<file path="src/bai_pkg.sv">
// types and constants of the beam altitude interpolator
package bai_pkg;

	// command codes of an input word
	typedef enum logic [1:0] {
		CMD_LOAD  = 2'd0,
		CMD_QUERY = 2'd1,
		CMD_GEN   = 2'd2,
		CMD_NONE  = 2'd3
	} cmd_t;

	// configuration register indexes
	localparam logic [1:0] CFG_BEAM_COUNT   = 2'd0;
	localparam logic [1:0] CFG_OUTPUT_BEAMS = 2'd1;
	localparam logic [1:0] CFG_PRESERVE     = 2'd2;
	localparam logic [1:0] CFG_TOLERANCE    = 2'd3;

	// configuration reset values
	localparam logic [5:0]  RST_BEAM_COUNT   = 6'd32;
	localparam logic [10:0] RST_OUTPUT_BEAMS = 11'd128;
	localparam logic        RST_PRESERVE     = 1'b1;
	localparam logic [14:0] RST_TOLERANCE    = 15'd29;

	// q1.16 weight constants
	localparam logic [16:0] WEIGHT_ZERO = 17'd0;
	localparam logic [16:0] WEIGHT_HALF = 17'd32768;
	localparam logic [16:0] WEIGHT_ONE  = 17'd65536;

	// divider step counts
	localparam logic [5:0] DIV_STEPS_WT  = 6'd16;
	localparam logic [5:0] DIV_STEPS_GEN = 6'd28;

	// table read address selection
	typedef enum logic [2:0] {
		RD_FIRST,
		RD_LAST,
		RD_SCAN,
		RD_LO,
		RD_HI
	} rd_sel_t;

	// controller states
	typedef enum logic [3:0] {
		ST_IDLE,
		ST_G_RD0,
		ST_G_RD1,
		ST_G_RANGE,
		ST_G_CHK,
		ST_G_DIV,
		ST_G_WAIT,
		ST_SCAN,
		ST_FLUSH,
		ST_BRK,
		ST_RD_LO,
		ST_RD_HI,
		ST_WT_PREP,
		ST_WT_CHK,
		ST_WT_DIV,
		ST_OUT
	} state_t;

	// commands from controller to datapath
	typedef struct packed {
		logic    cap_in;
		rd_sel_t rd_sel;
		logic    cap_first;
		logic    calc_range;
		logic    mul_go;
		logic    gen_div_go;
		logic    set_gen_tgt;
		logic    scan_init;
		logic    scan_step;
		logic    brk;
		logic    cap_tl;
		logic    wt_prep;
		logic    wt_eval;
		logic    wt_div_done;
		logic    emit;
		logic    emit_bad;
	} dp_ctl_t;

	// status from datapath to controller
	typedef struct packed {
		logic gen_bad;
		logic scan_last;
		logic div_done;
		logic wt_need_div;
	} dp_stat_t;

endpackage

</file>
<file path="src/bai_div.sv">
// restoring divider, one quotient bit per cycle
module bai_div (
	input  logic        clk,
	input  logic        arst_n,
	input  logic        start,
	input  logic [15:0] rem_init,
	input  logic [31:0] dividend,
	input  logic [15:0] divisor,
	input  logic [5:0]  steps,
	output logic        done,
	output logic [31:0] quotient
);

	logic        run_q;
	logic        done_q;
	logic [5:0]  cnt_q;
	logic [15:0] rem_q;
	logic [31:0] dvd_q;
	logic [31:0] quo_q;
	logic [15:0] dsr_q;
	logic [16:0] trial;
	logic [16:0] diff;
	logic        fits;

	// trial subtract of the divisor from the shifted remainder
	always_comb begin
		trial = {rem_q, dvd_q[31]};
		diff  = trial - {1'b0, dsr_q};
		fits  = trial >= {1'b0, dsr_q};
	end

	// control of the step count
	always_ff @(posedge clk or negedge arst_n) begin
		if (!arst_n) begin
			run_q  <= 1'b0;
			done_q <= 1'b0;
			cnt_q  <= '0;
		end else begin
			done_q <= 1'b0;
			if (start) begin
				run_q <= 1'b1;
				cnt_q <= steps;
			end else if (run_q) begin
				cnt_q <= cnt_q - 6'd1;
				if (cnt_q == 6'd1) begin
					run_q  <= 1'b0;
					done_q <= 1'b1;
				end
			end
		end
	end

	// remainder and quotient shift registers
	always_ff @(posedge clk) begin
		if (start) begin
			rem_q <= rem_init;
			dvd_q <= dividend;
			dsr_q <= divisor;
			quo_q <= '0;
		end else if (run_q) begin
			rem_q <= fits ? diff[15:0] : trial[15:0];
			dvd_q <= {dvd_q[30:0], 1'b0};
			quo_q <= {quo_q[30:0], fits};
		end
	end

	assign done     = done_q;
	assign quotient = quo_q;

endmodule

</file>
<file path="src/bai_datapath.sv">
// table memory, scan, target and weight arithmetic, config and result registers
module bai_datapath #(
	parameter int MAX_BEAMS = 32
) (
	input  logic               clk,
	input  logic               arst_n,
	input  bai_pkg::dp_ctl_t   ctl,
	output bai_pkg::dp_stat_t  stat,
	input  logic [1:0]         cmd,
	input  logic [9:0]         slot,
	input  logic signed [15:0] altitude,
	input  logic               cfg_valid,
	output logic               cfg_ready,
	input  logic [1:0]         cfg_index,
	input  logic [14:0]        cfg_data,
	output logic               done,
	output logic               valid_res,
	output logic [4:0]         lower_index,
	output logic [4:0]         upper_index,
	output logic [16:0]        weight,
	output logic signed [15:0] target_alt,
	output logic               orig_flag
);
	import bai_pkg::*;

	localparam int AW = (MAX_BEAMS > 1) ? $clog2(MAX_BEAMS) : 1;
	localparam int NW = $clog2(MAX_BEAMS + 1);

	// configuration
	logic [5:0]  beam_count_q;
	logic [10:0] out_beams_q;
	logic        preserve_q;
	logic [14:0] tol_q;

	// table memory
	logic signed [15:0] table_mem [MAX_BEAMS];
	logic signed [15:0] rd_data_q;
	logic [AW-1:0]      rd_addr;
	logic               mem_we;

	// item registers
	logic               gen_q;
	logic [9:0]         slot_q;
	logic signed [15:0] tgt_q;
	logic signed [15:0] first_q;
	logic signed [16:0] range_q;
	logic [25:0]        prod_q;

	// scan registers
	logic [NW-1:0] si_q;
	logic          ev_q;
	logic [AW-1:0] ev_idx_q;
	logic          found_q;
	logic [AW-1:0] uidx_q;
	logic          match_q;
	logic [AW-1:0] midx_q;
	logic [AW-1:0] lo_q;
	logic [AW-1:0] hi_q;

	// weight registers
	logic signed [15:0] tl_q;
	logic signed [17:0] num_q;
	logic signed [16:0] den_q;
	logic [16:0]        w_q;

	// result registers
	logic               done_q;
	logic               valid_res_q;
	logic [4:0]         lower_q;
	logic [4:0]         upper_q;
	logic [16:0]        weight_q;
	logic signed [15:0] target_q;
	logic               orig_q;

	logic [8:0]         bc_ext;
	logic [8:0]         n_ext;
	logic [NW-1:0]      n;
	logic [10:0]        gden;
	logic [27:0]        gnum;
	logic signed [16:0] d_raw;
	logic signed [17:0] n_raw;
	logic signed [16:0] sdiff;
	logic [16:0]        adiff;
	logic               need_div;
	logic               snap;
	logic [AW-1:0]      lo_sel;
	logic [8:0]         lo_ext;
	logic [8:0]         hi_ext;
	logic               div_start;
	logic [15:0]        div_rem;
	logic [31:0]        div_dvd;
	logic [15:0]        div_dsr;
	logic [5:0]         div_steps;
	logic               div_done;
	logic [31:0]        div_quo;

	// entries in use, clamped to 2..MAX_BEAMS
	always_comb begin
		bc_ext = {3'b000, beam_count_q};
		if (bc_ext < 9'd2) begin
			n_ext = 9'd2;
		end else if (bc_ext > 9'(MAX_BEAMS)) begin
			n_ext = 9'(MAX_BEAMS);
		end else begin
			n_ext = bc_ext;
		end
		n = n_ext[NW-1:0];
	end

	// configuration write port
	assign cfg_ready = 1'b1;

	always_ff @(posedge clk or negedge arst_n) begin
		if (!arst_n) begin
			beam_count_q <= RST_BEAM_COUNT;
			out_beams_q  <= RST_OUTPUT_BEAMS;
			preserve_q   <= RST_PRESERVE;
			tol_q        <= RST_TOLERANCE;
		end else if (cfg_valid) begin
			case (cfg_index)
				CFG_BEAM_COUNT:   beam_count_q <= cfg_data[5:0];
				CFG_OUTPUT_BEAMS: out_beams_q  <= cfg_data[10:0];
				CFG_PRESERVE:     preserve_q   <= cfg_data[0];
				CFG_TOLERANCE:    tol_q        <= cfg_data;
				default: ;
			endcase
		end
	end

	// table read address
	always_comb begin
		case (ctl.rd_sel)
			RD_FIRST: rd_addr = '0;
			RD_LAST:  rd_addr = AW'(n - NW'(1));
			RD_SCAN:  rd_addr = si_q[AW-1:0];
			RD_LO:    rd_addr = lo_q;
			RD_HI:    rd_addr = hi_q;
			default:  rd_addr = '0;
		endcase
	end

	assign mem_we = ctl.cap_in && (cmd == CMD_LOAD) && (11'(slot) < 11'(MAX_BEAMS));

	// table memory, one write and one registered read
	always_ff @(posedge clk) begin
		if (mem_we) begin
			table_mem[slot[AW-1:0]] <= altitude;
		end
		rd_data_q <= table_mem[rd_addr];
	end

	// generate target arithmetic
	always_comb begin
		gden = (out_beams_q < 11'd2) ? 11'd1 : out_beams_q - 11'd1;
		gnum = {1'b0, prod_q, 1'b0} + 28'(gden);
	end

	always_ff @(posedge clk) begin
		if (ctl.cap_in) begin
			gen_q  <= (cmd == CMD_GEN);
			slot_q <= slot;
			tgt_q  <= altitude;
		end else if (ctl.set_gen_tgt) begin
			tgt_q <= first_q + div_quo[15:0];
		end
		if (ctl.cap_first) begin
			first_q <= rd_data_q;
		end
		if (ctl.calc_range) begin
			range_q <= 17'(rd_data_q) - 17'(first_q);
		end
		if (ctl.mul_go) begin
			prod_q <= 26'(slot_q) * 26'(range_q[15:0]);
		end
	end

	// scan compare of one entry against the target
	always_comb begin
		sdiff = 17'(rd_data_q) - 17'(tgt_q);
		adiff = sdiff[16] ? 17'(-sdiff) : 17'(sdiff);
	end

	always_ff @(posedge clk or negedge arst_n) begin
		if (!arst_n) begin
			si_q    <= '0;
			ev_q    <= 1'b0;
			found_q <= 1'b0;
			match_q <= 1'b0;
		end else begin
			ev_q <= ctl.scan_step;
			if (ctl.scan_init) begin
				si_q    <= '0;
				found_q <= 1'b0;
				match_q <= 1'b0;
			end else begin
				if (ctl.scan_step) begin
					si_q <= si_q + NW'(1);
				end
				if (ev_q && !found_q && (rd_data_q > tgt_q)) begin
					found_q <= 1'b1;
				end
				if (ev_q && !match_q && (adiff < {2'b00, tol_q})) begin
					match_q <= 1'b1;
				end
			end
		end
	end

	always_ff @(posedge clk) begin
		ev_idx_q <= si_q[AW-1:0];
		if (ev_q && !found_q && (rd_data_q > tgt_q)) begin
			uidx_q <= ev_idx_q;
		end
		if (ev_q && !match_q && (adiff < {2'b00, tol_q})) begin
			midx_q <= ev_idx_q;
		end
	end

	// bracketing pair from the scan outcome
	always_ff @(posedge clk) begin
		if (ctl.brk) begin
			if (!found_q) begin
				lo_q <= AW'(n - NW'(2));
				hi_q <= AW'(n - NW'(1));
			end else if (uidx_q == '0) begin
				lo_q <= '0;
				hi_q <= AW'(1);
			end else begin
				lo_q <= uidx_q - AW'(1);
				hi_q <= uidx_q;
			end
		end
	end

	// weight numerator and denominator, sign folded so the denominator is not negative
	always_comb begin
		d_raw    = 17'(rd_data_q) - 17'(tl_q);
		n_raw    = 18'(tgt_q) - 18'(tl_q);
		need_div = (den_q != '0) && (num_q > 18'sd0) && (num_q < 18'(den_q));
	end

	always_ff @(posedge clk) begin
		if (ctl.cap_tl) begin
			tl_q <= rd_data_q;
		end
		if (ctl.wt_prep) begin
			den_q <= d_raw[16] ? -d_raw : d_raw;
			num_q <= d_raw[16] ? -n_raw : n_raw;
		end
		if (ctl.wt_eval) begin
			if (den_q == '0) begin
				w_q <= WEIGHT_HALF;
			end else if (num_q <= 18'sd0) begin
				w_q <= WEIGHT_ZERO;
			end else if (num_q >= 18'(den_q)) begin
				w_q <= WEIGHT_ONE;
			end
		end else if (ctl.wt_div_done) begin
			w_q <= {1'b0, div_quo[15:0]};
		end
	end

	// divider operands: generate target or weight fraction
	always_comb begin
		div_start = ctl.gen_div_go || (ctl.wt_eval && need_div);
		if (ctl.gen_div_go) begin
			div_rem   = '0;
			div_dvd   = {gnum, 4'b0000};
			div_dsr   = {4'b0000, gden, 1'b0};
			div_steps = DIV_STEPS_GEN;
		end else begin
			div_rem   = num_q[15:0];
			div_dvd   = '0;
			div_dsr   = den_q[15:0];
			div_steps = DIV_STEPS_WT;
		end
	end

	bai_div u_div (
		.clk      (clk),
		.arst_n   (arst_n),
		.start    (div_start),
		.rem_init (div_rem),
		.dividend (div_dvd),
		.divisor  (div_dsr),
		.steps    (div_steps),
		.done     (div_done),
		.quotient (div_quo)
	);

	// snapping to an original entry
	always_comb begin
		snap   = gen_q && preserve_q && match_q;
		lo_sel = snap ? midx_q : lo_q;
		lo_ext = 9'(lo_sel);
		hi_ext = 9'(hi_q);
	end

	// result register and strobe
	always_ff @(posedge clk or negedge arst_n) begin
		if (!arst_n) begin
			done_q <= 1'b0;
		end else begin
			done_q <= ctl.emit || ctl.emit_bad;
		end
	end

	always_ff @(posedge clk) begin
		if (ctl.emit) begin
			valid_res_q <= 1'b1;
			lower_q     <= lo_ext[4:0];
			upper_q     <= hi_ext[4:0];
			weight_q    <= snap ? WEIGHT_ZERO : w_q;
			target_q    <= tgt_q;
			orig_q      <= snap;
		end else if (ctl.emit_bad) begin
			valid_res_q <= 1'b0;
			lower_q     <= '0;
			upper_q     <= '0;
			weight_q    <= WEIGHT_ZERO;
			target_q    <= '0;
			orig_q      <= 1'b0;
		end
	end

	// status to the controller
	always_comb begin
		stat.gen_bad     = ({1'b0, slot_q} >= out_beams_q) || (range_q <= 17'sd0);
		stat.scan_last   = (si_q == n - NW'(1));
		stat.div_done    = div_done;
		stat.wt_need_div = need_div;
	end

	assign done        = done_q;
	assign valid_res   = valid_res_q;
	assign lower_index = lower_q;
	assign upper_index = upper_q;
	assign weight      = weight_q;
	assign target_alt  = target_q;
	assign orig_flag   = orig_q;

endmodule

</file>
<file path="src/bai_ctrl.sv">
// sequencing state machine of the altitude interpolator
module bai_ctrl (
	input  logic              clk,
	input  logic              arst_n,
	input  logic              start,
	input  logic [1:0]        cmd,
	output logic              busy,
	output bai_pkg::dp_ctl_t  ctl,
	input  bai_pkg::dp_stat_t stat
);
	import bai_pkg::*;

	state_t state_q;
	state_t state_nxt;

	// state register
	always_ff @(posedge clk or negedge arst_n) begin
		if (!arst_n) begin
			state_q <= ST_IDLE;
		end else begin
			state_q <= state_nxt;
		end
	end

	// next state and datapath commands
	always_comb begin
		state_nxt  = state_q;
		ctl        = '0;
		ctl.rd_sel = RD_FIRST;
		case (state_q)
			ST_IDLE: begin
				if (start) begin
					ctl.cap_in = 1'b1;
					if (cmd == CMD_QUERY) begin
						ctl.scan_init = 1'b1;
						state_nxt     = ST_SCAN;
					end else if (cmd == CMD_GEN) begin
						state_nxt = ST_G_RD0;
					end
				end
			end
			ST_G_RD0: begin
				ctl.rd_sel = RD_FIRST;
				state_nxt  = ST_G_RD1;
			end
			ST_G_RD1: begin
				ctl.rd_sel    = RD_LAST;
				ctl.cap_first = 1'b1;
				state_nxt     = ST_G_RANGE;
			end
			ST_G_RANGE: begin
				ctl.calc_range = 1'b1;
				state_nxt      = ST_G_CHK;
			end
			ST_G_CHK: begin
				if (stat.gen_bad) begin
					ctl.emit_bad = 1'b1;
					state_nxt    = ST_IDLE;
				end else begin
					ctl.mul_go = 1'b1;
					state_nxt  = ST_G_DIV;
				end
			end
			ST_G_DIV: begin
				ctl.gen_div_go = 1'b1;
				state_nxt      = ST_G_WAIT;
			end
			ST_G_WAIT: begin
				if (stat.div_done) begin
					ctl.set_gen_tgt = 1'b1;
					ctl.scan_init   = 1'b1;
					state_nxt       = ST_SCAN;
				end
			end
			ST_SCAN: begin
				ctl.rd_sel    = RD_SCAN;
				ctl.scan_step = 1'b1;
				if (stat.scan_last) begin
					state_nxt = ST_FLUSH;
				end
			end
			ST_FLUSH: begin
				state_nxt = ST_BRK;
			end
			ST_BRK: begin
				ctl.brk   = 1'b1;
				state_nxt = ST_RD_LO;
			end
			ST_RD_LO: begin
				ctl.rd_sel = RD_LO;
				state_nxt  = ST_RD_HI;
			end
			ST_RD_HI: begin
				ctl.rd_sel = RD_HI;
				ctl.cap_tl = 1'b1;
				state_nxt  = ST_WT_PREP;
			end
			ST_WT_PREP: begin
				ctl.wt_prep = 1'b1;
				state_nxt   = ST_WT_CHK;
			end
			ST_WT_CHK: begin
				ctl.wt_eval = 1'b1;
				state_nxt   = stat.wt_need_div ? ST_WT_DIV : ST_OUT;
			end
			ST_WT_DIV: begin
				if (stat.div_done) begin
					ctl.wt_div_done = 1'b1;
					state_nxt       = ST_OUT;
				end
			end
			ST_OUT: begin
				ctl.emit  = 1'b1;
				state_nxt = ST_IDLE;
			end
			default: begin
				state_nxt = ST_IDLE;
			end
		endcase
	end

	assign busy = (state_q != ST_IDLE);

endmodule

</file>
<file path="src/beam_altitude_interpolator_core.sv">
// Beam altitude interpolator: a table of up to MAX_BEAMS ascending Q2.14
// altitudes, loaded one word at a time, that brackets a target altitude and
// returns the lower and upper entry indices with a Q1.16 weight; a generate
// word first forms the uniformly spaced target of one output beam and may
// snap to an original entry within the match tolerance. A word is taken
// when start is high and busy is low. A load gives no result. The next
// word can be taken in the cycle that shows the result. The scan reads one
// table entry per cycle through the single read port of the table, and the
// shared divider yields one quotient bit per cycle (16 for the weight, 28
// for the generate target). Each result shows for exactly one cycle with
// done high and cannot be held off. The user must write configuration
// through cfg_valid/cfg_index/cfg_data only while no word is in flight; the
// block itself does not enforce this. cfg_ready is always high. The table
// is not cleared at reset.
module beam_altitude_interpolator_core #(
	parameter int MAX_BEAMS = 32
) (
	input  logic               clk,
	input  logic               arst_n,
	input  logic               start,
	output logic               busy,
	input  logic [1:0]         cmd,
	input  logic [9:0]         slot,
	input  logic signed [15:0] altitude,
	input  logic               cfg_valid,
	output logic               cfg_ready,
	input  logic [1:0]         cfg_index,
	input  logic [14:0]        cfg_data,
	output logic               done,
	output logic               valid_res,
	output logic [4:0]         lower_index,
	output logic [4:0]         upper_index,
	output logic [16:0]        weight,
	output logic signed [15:0] target_alt,
	output logic               orig_flag
);
	import bai_pkg::*;

	dp_ctl_t  ctl;
	dp_stat_t stat;

	// sequencer
	bai_ctrl u_ctrl (
		.clk    (clk),
		.arst_n (arst_n),
		.start  (start),
		.cmd    (cmd),
		.busy   (busy),
		.ctl    (ctl),
		.stat   (stat)
	);

	// table, arithmetic and result registers
	bai_datapath #(
		.MAX_BEAMS (MAX_BEAMS)
	) u_dp (
		.clk         (clk),
		.arst_n      (arst_n),
		.ctl         (ctl),
		.stat        (stat),
		.cmd         (cmd),
		.slot        (slot),
		.altitude    (altitude),
		.cfg_valid   (cfg_valid),
		.cfg_ready   (cfg_ready),
		.cfg_index   (cfg_index),
		.cfg_data    (cfg_data),
		.done        (done),
		.valid_res   (valid_res),
		.lower_index (lower_index),
		.upper_index (upper_index),
		.weight      (weight),
		.target_alt  (target_alt),
		.orig_flag   (orig_flag)
	);

endmodule

</file>
<file path="config.mk">
export PLATFORM = sky130hd
export DESIGN_NAME = beam_altitude_interpolator_core
export DESIGN_NICKNAME = d
export VERILOG_FILES = /design/src/bai_pkg.sv /design/src/bai_div.sv /design/src/bai_datapath.sv /design/src/bai_ctrl.sv /design/src/beam_altitude_interpolator_core.sv
export SDC_FILE = /design/constraint.sdc
export NUM_CORES = 2
export LEC_CHECK = 0
export BUFFER_PORTS_ARGS = -buffer_cell sky130_fd_sc_hd__buf_2
export CAP_MARGIN = 20
export CORE_MARGIN = 2
export CORE_UTILIZATION = 45
export CTS_CLUSTER_DIAMETER = 40
export DETAILED_ROUTE_END_ITERATION = 6
export HOLD_SLACK_MARGIN = 0.15
export PLACE_DENSITY = 0.61
export SLEW_MARGIN = 40
export SYNTH_ARGS = -nofsm -noshare
export SYNTH_HDL_FRONTEND = slang
export SYNTH_SLANG_ARGS = --single-unit
export TNS_END_PERCENT = 50
</file>
<file path="constraint.sdc">
create_clock -name clk -period 6.5 [get_ports clk]
set_input_delay 0.325 -clock clk [delete_from_list [all_inputs] [get_ports clk]]
set_output_delay 0.325 -clock clk [all_outputs]
set_load 0.02 [all_outputs]
</file>
# ---- Yosys cells after proc, flatten, opt, wreduce, memory -nomap -nowiden
# Memory sizes are Yosys's and may differ from the RTL's. A register that Yosys moved wholly into a read port is not among the register bits.
# Cells that the tools add are included.
dict set report word_totals {
  in_bits 49
  ff_bits 359
  ramBits 512
  mem_count 1
  out_inout_bits 48
}
# memory depth width read_ports rd_ports_with_merged_regs wr line
set mem_list {}
lappend mem_list {u_dp.table_mem 32 16 1 1 1 bai_datapath.sv:36} ;# logic signed [15:0] table_mem [MAX_BEAMS];
dict set report classes {
  addsub 16
  n_reduce_logical 36
  mux 86
  eq_ne 32
  multipliers 1
  order_cmp 13
}
# operator n
set ops {}
lappend ops {{$mux 17} 9}
lappend ops {{$mux 16} 9}
lappend ops {{$mux 32} 3}
lappend ops {{$sub 16x16->17} 4}
lappend ops {{$pmux 4 s16} 1}
lappend ops {{$mux 5} 8}
lappend ops {{$mux 6} 6}
lappend ops {{$mux 1} 35}
lappend ops {{$neg 17->17} 2}
lappend ops {{$eq 4x4->1 const B} 8}
lappend ops {{$add 27x11->28} 1}
lappend ops {{$mux 4} 7}
lappend ops {{$mul 10x16->26} 1}
lappend ops {{$pmux 5 s4} 1}
lappend ops {{$ge 18x17->1} 1}
lappend ops {{$gt 18x1->1 const B} 1}
lappend ops {{$le 18x1->1 const B} 1}
lappend ops {{$lt 18x17->1} 1}
lappend ops {{$mux 18} 1}
lappend ops {{$neg 18->18} 1}
lappend ops {{$ge 17x16->1} 1}
lappend ops {{$le 17x1->1 const B} 1}
lappend ops {{$logic_not 17->1} 1}
lappend ops {{$lt 17x15->1} 1}
lappend ops {{other kinds (44)} 79}

# ---- Logic depth before layout (Yosys ltp)
dict set report depth {
  depth_word 7
  ltp_mapped 22
}

# ---- Cells and area by module
# A second synthesis with hierarchy kept.
dict set report unflattened {
  cells_unflattened 3872
  hier_area_um2 48004.8
}
# mod area_per_inst_um2 seq_area_each_um2 instances cells_per_inst
set modules_own_cells {}
lappend modules_own_cells {bai_datapath 42421.9 23446.2 1 3378}
lappend modules_own_cells {bai_div 5104.9 2762.6 1 434}
lappend modules_own_cells {bai_ctrl 478.0 100.1 1 60}

# ---- Worst setup path after synthesis
# Ideal clock, no wire load.
dict set report synth_timing {
  path_type {flip-flop to flip-flop}
  startpoint {register u_dp.slot_q[3]}
  endpoint {register u_dp.prod_q[24] (data pin)}
  t_required_ns 6.238
  path_buffers 1
  path_stages_with_launch 21
  arrival_ns 5.365
  path_slack_ns 0.873
  path_cell_list {edfxtp_1 -> clkbuf_1 -> nand2_1 -> fa_1 -> inv_1 -> fa_1 -> inv_1 -> fa_1 -> inv_1 -> fa_1 -> inv_1 -> fa_1 -> inv_1 -> ha_1 -> or4_1 -> o211ai_1 -> a21oi_1 -> o22a_1 -> a31oi_1 -> mux2i_1 -> nand3_1}
}
dict set report synth_between {
  elab_chain_len 1
}
# item line
set synth_lines {}
lappend synth_lines {{from (decl)} bai_datapath.sv:43} ;# logic [9:0] slot_q;
lappend synth_lines {{from (signal assigned)} bai_datapath.sv:161} ;# slot_q <= slot;
lappend synth_lines {{$mul 10x16->26} bai_datapath.sv:173} ;# prod_q <= 26'(slot_q) * 26'(range_q[15:0]);
lappend synth_lines {{to (signal assigned)} bai_datapath.sv:173}
lappend synth_lines {{to (decl)} bai_datapath.sv:47} ;# logic [25:0] prod_q;
# No other way between the ends.
# A chain may end at the register's enable or synchronous reset.

# ---- Final worst setup path
dict set report layout_timing {
  startpoint {register u_dp.slot_q[5]}
  endpoint {register u_dp.prod_q[24] (data pin)}
}
# Same word-level chain as after synthesis.

==> results by group <==
Run status
  – Result of the run: finished, final reports clean

Placement
  – Routability congestion estimate from global placement: 0.901
  – Area after DPL: 49300 um^2
  – IO buf count: 95
  – Post-DP HPWL: 81200 um
  – Worst slack at placement: 563 ps

Die
  – Die W: 327 um
  – Overall die height: 327 um
  – Die Outline Area: 107000 um^2
  – Initial Utilization: 45.4%
  – Number of placement rows: 118
  – Number of top-level pins: 97
  – Area of the core: 104000 um^2

STA
  – Final period util: 91.0%
  – Final worst hold slack: 220 ps
  – Number of pins with negative max-slew slack in the final report: 0
  – Time the worst path needs with I/O delays and setup: 5910 ps
  – Highest Clock Rate: 0.169 GHz
  – Skew final: 48.8 ps
  – Max_slew headroom: 37.7%
  – Final setup violation count: 0
  – Number of endpoints with negative hold slack in the final report: 0
  – Unrepaired setup endpoints after global routing: false
  – Worst-margin pin slew: 920 ps
  – Post-layout worst setup margin: 586 ps
  – Fin Setup TNS: 0 ps

Cells and area
  – Fill cell instance count of the final layout: 8989
  – Share of layout cells above drive strength 1: 10.8%
  – Cell area after layout: 53700 um^2
  – Area Overhead vs Synth: 14.0%
  – Number of nets in the finished design: 4555

Setup path
  – Crit. End Element: flop
  – CP max-delay cell: edfxtp_1
  – Worst Path Required: 6930 ps
  – CP Cell Sequence: and2_1, fa_1, fa_1, inv_1, fa_1, inv_1, fa_1, inv_1, fa_1, inv_1, ha_1, or4_1, o211ai_1, a21oi_1, o22a_1, a31oi_1, mux2i_1, nand3_1
  – Highest cell delay on the worst timing path: 670 ps
  – Logic depth of the worst register-to-register path: 18
  – Crit start category: flop
  – Type of the worst setup path: flop to flop
  – CP Max Fanout: 17
  – Most Frequent Cell on Critical Path: fa_1
  – Signal arrival time at the worst endpoint: 6340 ps

Yosys
  – Mapped Area: 47100 um^2
  – Register bit count reported by yosys: 883
  – Register area share after synthesis: 54.9%
  – FFs w/ async S/R, synth: 6.23%
  – Count of synthesis-stage warnings from yosys: 0
  – Most instantiated flip-flop cell in the synthesis netlist: edfxtp_1
  – Post-Synthesis Mean Instance Area: 11.7 um^2
  – Count of mapped cells out of synthesis: 4027
  – Synthesized Nets: 4413
  – Number of synthesized flops with an enable pin: 790
  – Cell variety after synth: 100

Global route
  – Total gr overflow: 0
  – Wire length of the first global-routing pass: 183000 um
  – Global routing usage summed across all routing layers: 22.2%
  – Via count of the first global-routing pass: 30400
  – Largest net degree at the start of global routing: 141
  – Number of antenna violations at the first check in global routing: 2

Detailed routing
  – WL met2: 55000 um
  – Wirelength per Cell: 21.3 um
  – Total wirelength of the detailed-routed design: 120000 um
  – Met1 Routed Length: 54800 um
  – Highest metal used: met5
  – Number of DRC violations after detailed routing: 0
  – DR pass1 iterations: 5
  – Total via count in the routed design: 31700
  – DRC violation total after the first TritonRoute iteration: 2642
  – Via density per instance: 5.61
  – Post-route ant nets: 0
  – Met3 routed WL: 6240 um

Power and ir drop
  – Leakage: 20.3 nW
  – Post-route total power: 15.9 mW
  – Power per Cell Area: 297 nW/um^2
  – Largest voltage drop on the vdd net: 0.000310 V

Min path
  – Number of cells traversed by the worst hold path: 4
  – Path class of the lowest-slack min-delay path: primary input to flop

Clock tree
  – Postcts setup bufs: 0
  – Clock net sink count: 883
  – Number of buffers on the longest clock path: 3
  – Worst-skew pair later-pin latency: 710 ps
  – Clk slew on worst S/H paths: 50 ps
  – TritonCTS clock tree: done
  – CTS root buf: clkbuf_16
  – CTS HTree Levels: 3
  – Number of buffers inserted during clock tree synthesis: 118

Flow run
  – Max cap viols: 0
-- placed cells by master, fill, tap and decap left out, drive strengths merged, types with 129 or more instances in the layout --
master    n
edfxtp  790
nand2   511
inv     315
and2    251
ha      220
nor2    193
buf     170
a211oi  143
a311oi  132
clkbuf  129
-- where the power goes --
group | internal, mW | switching [mW] | total [mW]
registers | 6.68 | 0.396 | 7.07
clock network | 3.91 | 2.55 | 6.46
logic | 1.01 | 1.38 | 2.39
-- registers in the layout, indices dropped and copies added, names as in the netlist, 10 cells and up --
register,count
u_dp.target_alt,16
u_dp.tol_q,15
u_dp.rd_data_q,16
u_dp.range_q,17
u_dp.slot_q,10
u_dp.first_q,16
u_dp.tgt_q,16
u_dp.u_div.dvd_q,28
u_dp.den_q,17
u_dp.u_div.rem_q,16
u_dp.table_mem,512
u_dp.tl_q,16
u_dp.u_div.dsr_q,16
u_dp.prod_q,26
u_dp.w_q,17
u_dp.u_div.quotient,16
u_dp.num_q,18
u_dp.out_beams_q,11
u_dp.weight,17
-- final cells by class --
cell class                 count  area, um^2  share of cell area, %
timing repair buffer         206        1490                   2.77
tap                         1380        1730                   3.22
inverter                     298        1120                   2.08
sequential                   883       25900                   48.2
clock inverter                89         976                   1.82
multi-input combinational   2662       19500                   36.3
antenna                        3        7.51                 0.0140
clock buffer                 129        3020                   5.62
-- cell families (layout without fill, tap and decap cells) --
group	count (synthesis)	count (layout)	synth area share, %
AOI/OAI and AO/OA	773	773	11.9
other	1	4	0.00796
and+or+nand+nor	1298	1298	13.3
xor gates and xnor gates	173	173	3.23
buffers and inverters	482	722	4.03
adders and majority gates	337	337	10.8
DFF	883	883	54.9
muxes	80	80	1.80
-- synth_stat cells, types with 48 or more instances --
cell type	number	share of area, %
edfxtp_1	790	50
nand2_1	511	4.1
inv_1	296	2.4
and2_1	249	3.3
ha_1	220	5.8
nor2_1	193	1.5
a211oi_1	143	2.3
a311oi_1	132	2.5
clkbuf_1	130	1.0
xnor2_1	127	2.4
fa_1	117	5.0
a21oi_1	112	1.2
nor3_1	95	1.0
o21ai_0	78	0.83
nand3_1	56	0.60
dfrtp_1	48	2.6
-- metal layers --
| layer | track usage [%] | vias up |
|---|---|---|
| met5 | 0 | - |
| met4 | 7.73 | 2 |
| met3 | 2.89 | 203 |
| met2 | 35.1 | 898 |
| met1 | 31.6 | 15600 |
| li1 | - | 15000 |
-- stage by stage --
stage,util (%),cells
3_3_place_gp,47.5,5392
6_report,51.8,5650
4_1_cts,51.7,5645
5_1_grt,51.8,5647
3_5_place_dp,47.6,5392
2_1_floorplan,-,4027
-- final timing paths --
check                                 startpoint                  end  slack, ps
max in group asynchronous                 arst_n        u_dp.tol_q[4]       5290
worst min-delay path                      cmd[1]    u_ctrl.state_q[2]        220
min in group asynchronous                 arst_n  u_dp.out_beams_q[9]        670
worst max-delay path              u_dp.slot_q[5]      u_dp.prod_q[24]        590
worst max register to register    u_dp.slot_q[5]      u_dp.prod_q[24]        590
worst min register to register  u_dp.ev_idx_q[3]       u_dp.midx_q[3]        430
-- worst max-delay path, delay by kind of cell, from the launching register on --
kind / cells / cell delay [ps]
adder cells (fa/ha/maj): 6 / 2710
AND/OR/NAND/NOR: 3 / 930
AO/OA/AOI/OAI: 4 / 950
flip-flops: 1 / 670
buffers and inverters: 4 / 190
multiplexers: 1 / 220
-- what timing repair did --
item                       CTS  global route
gates resized for setup      0             0
hold endpoints to repair    94            12
setup endpoints to repair    0             0
hold buffers                35             1
No activity file was read; power rests on OpenSTA's default activity.
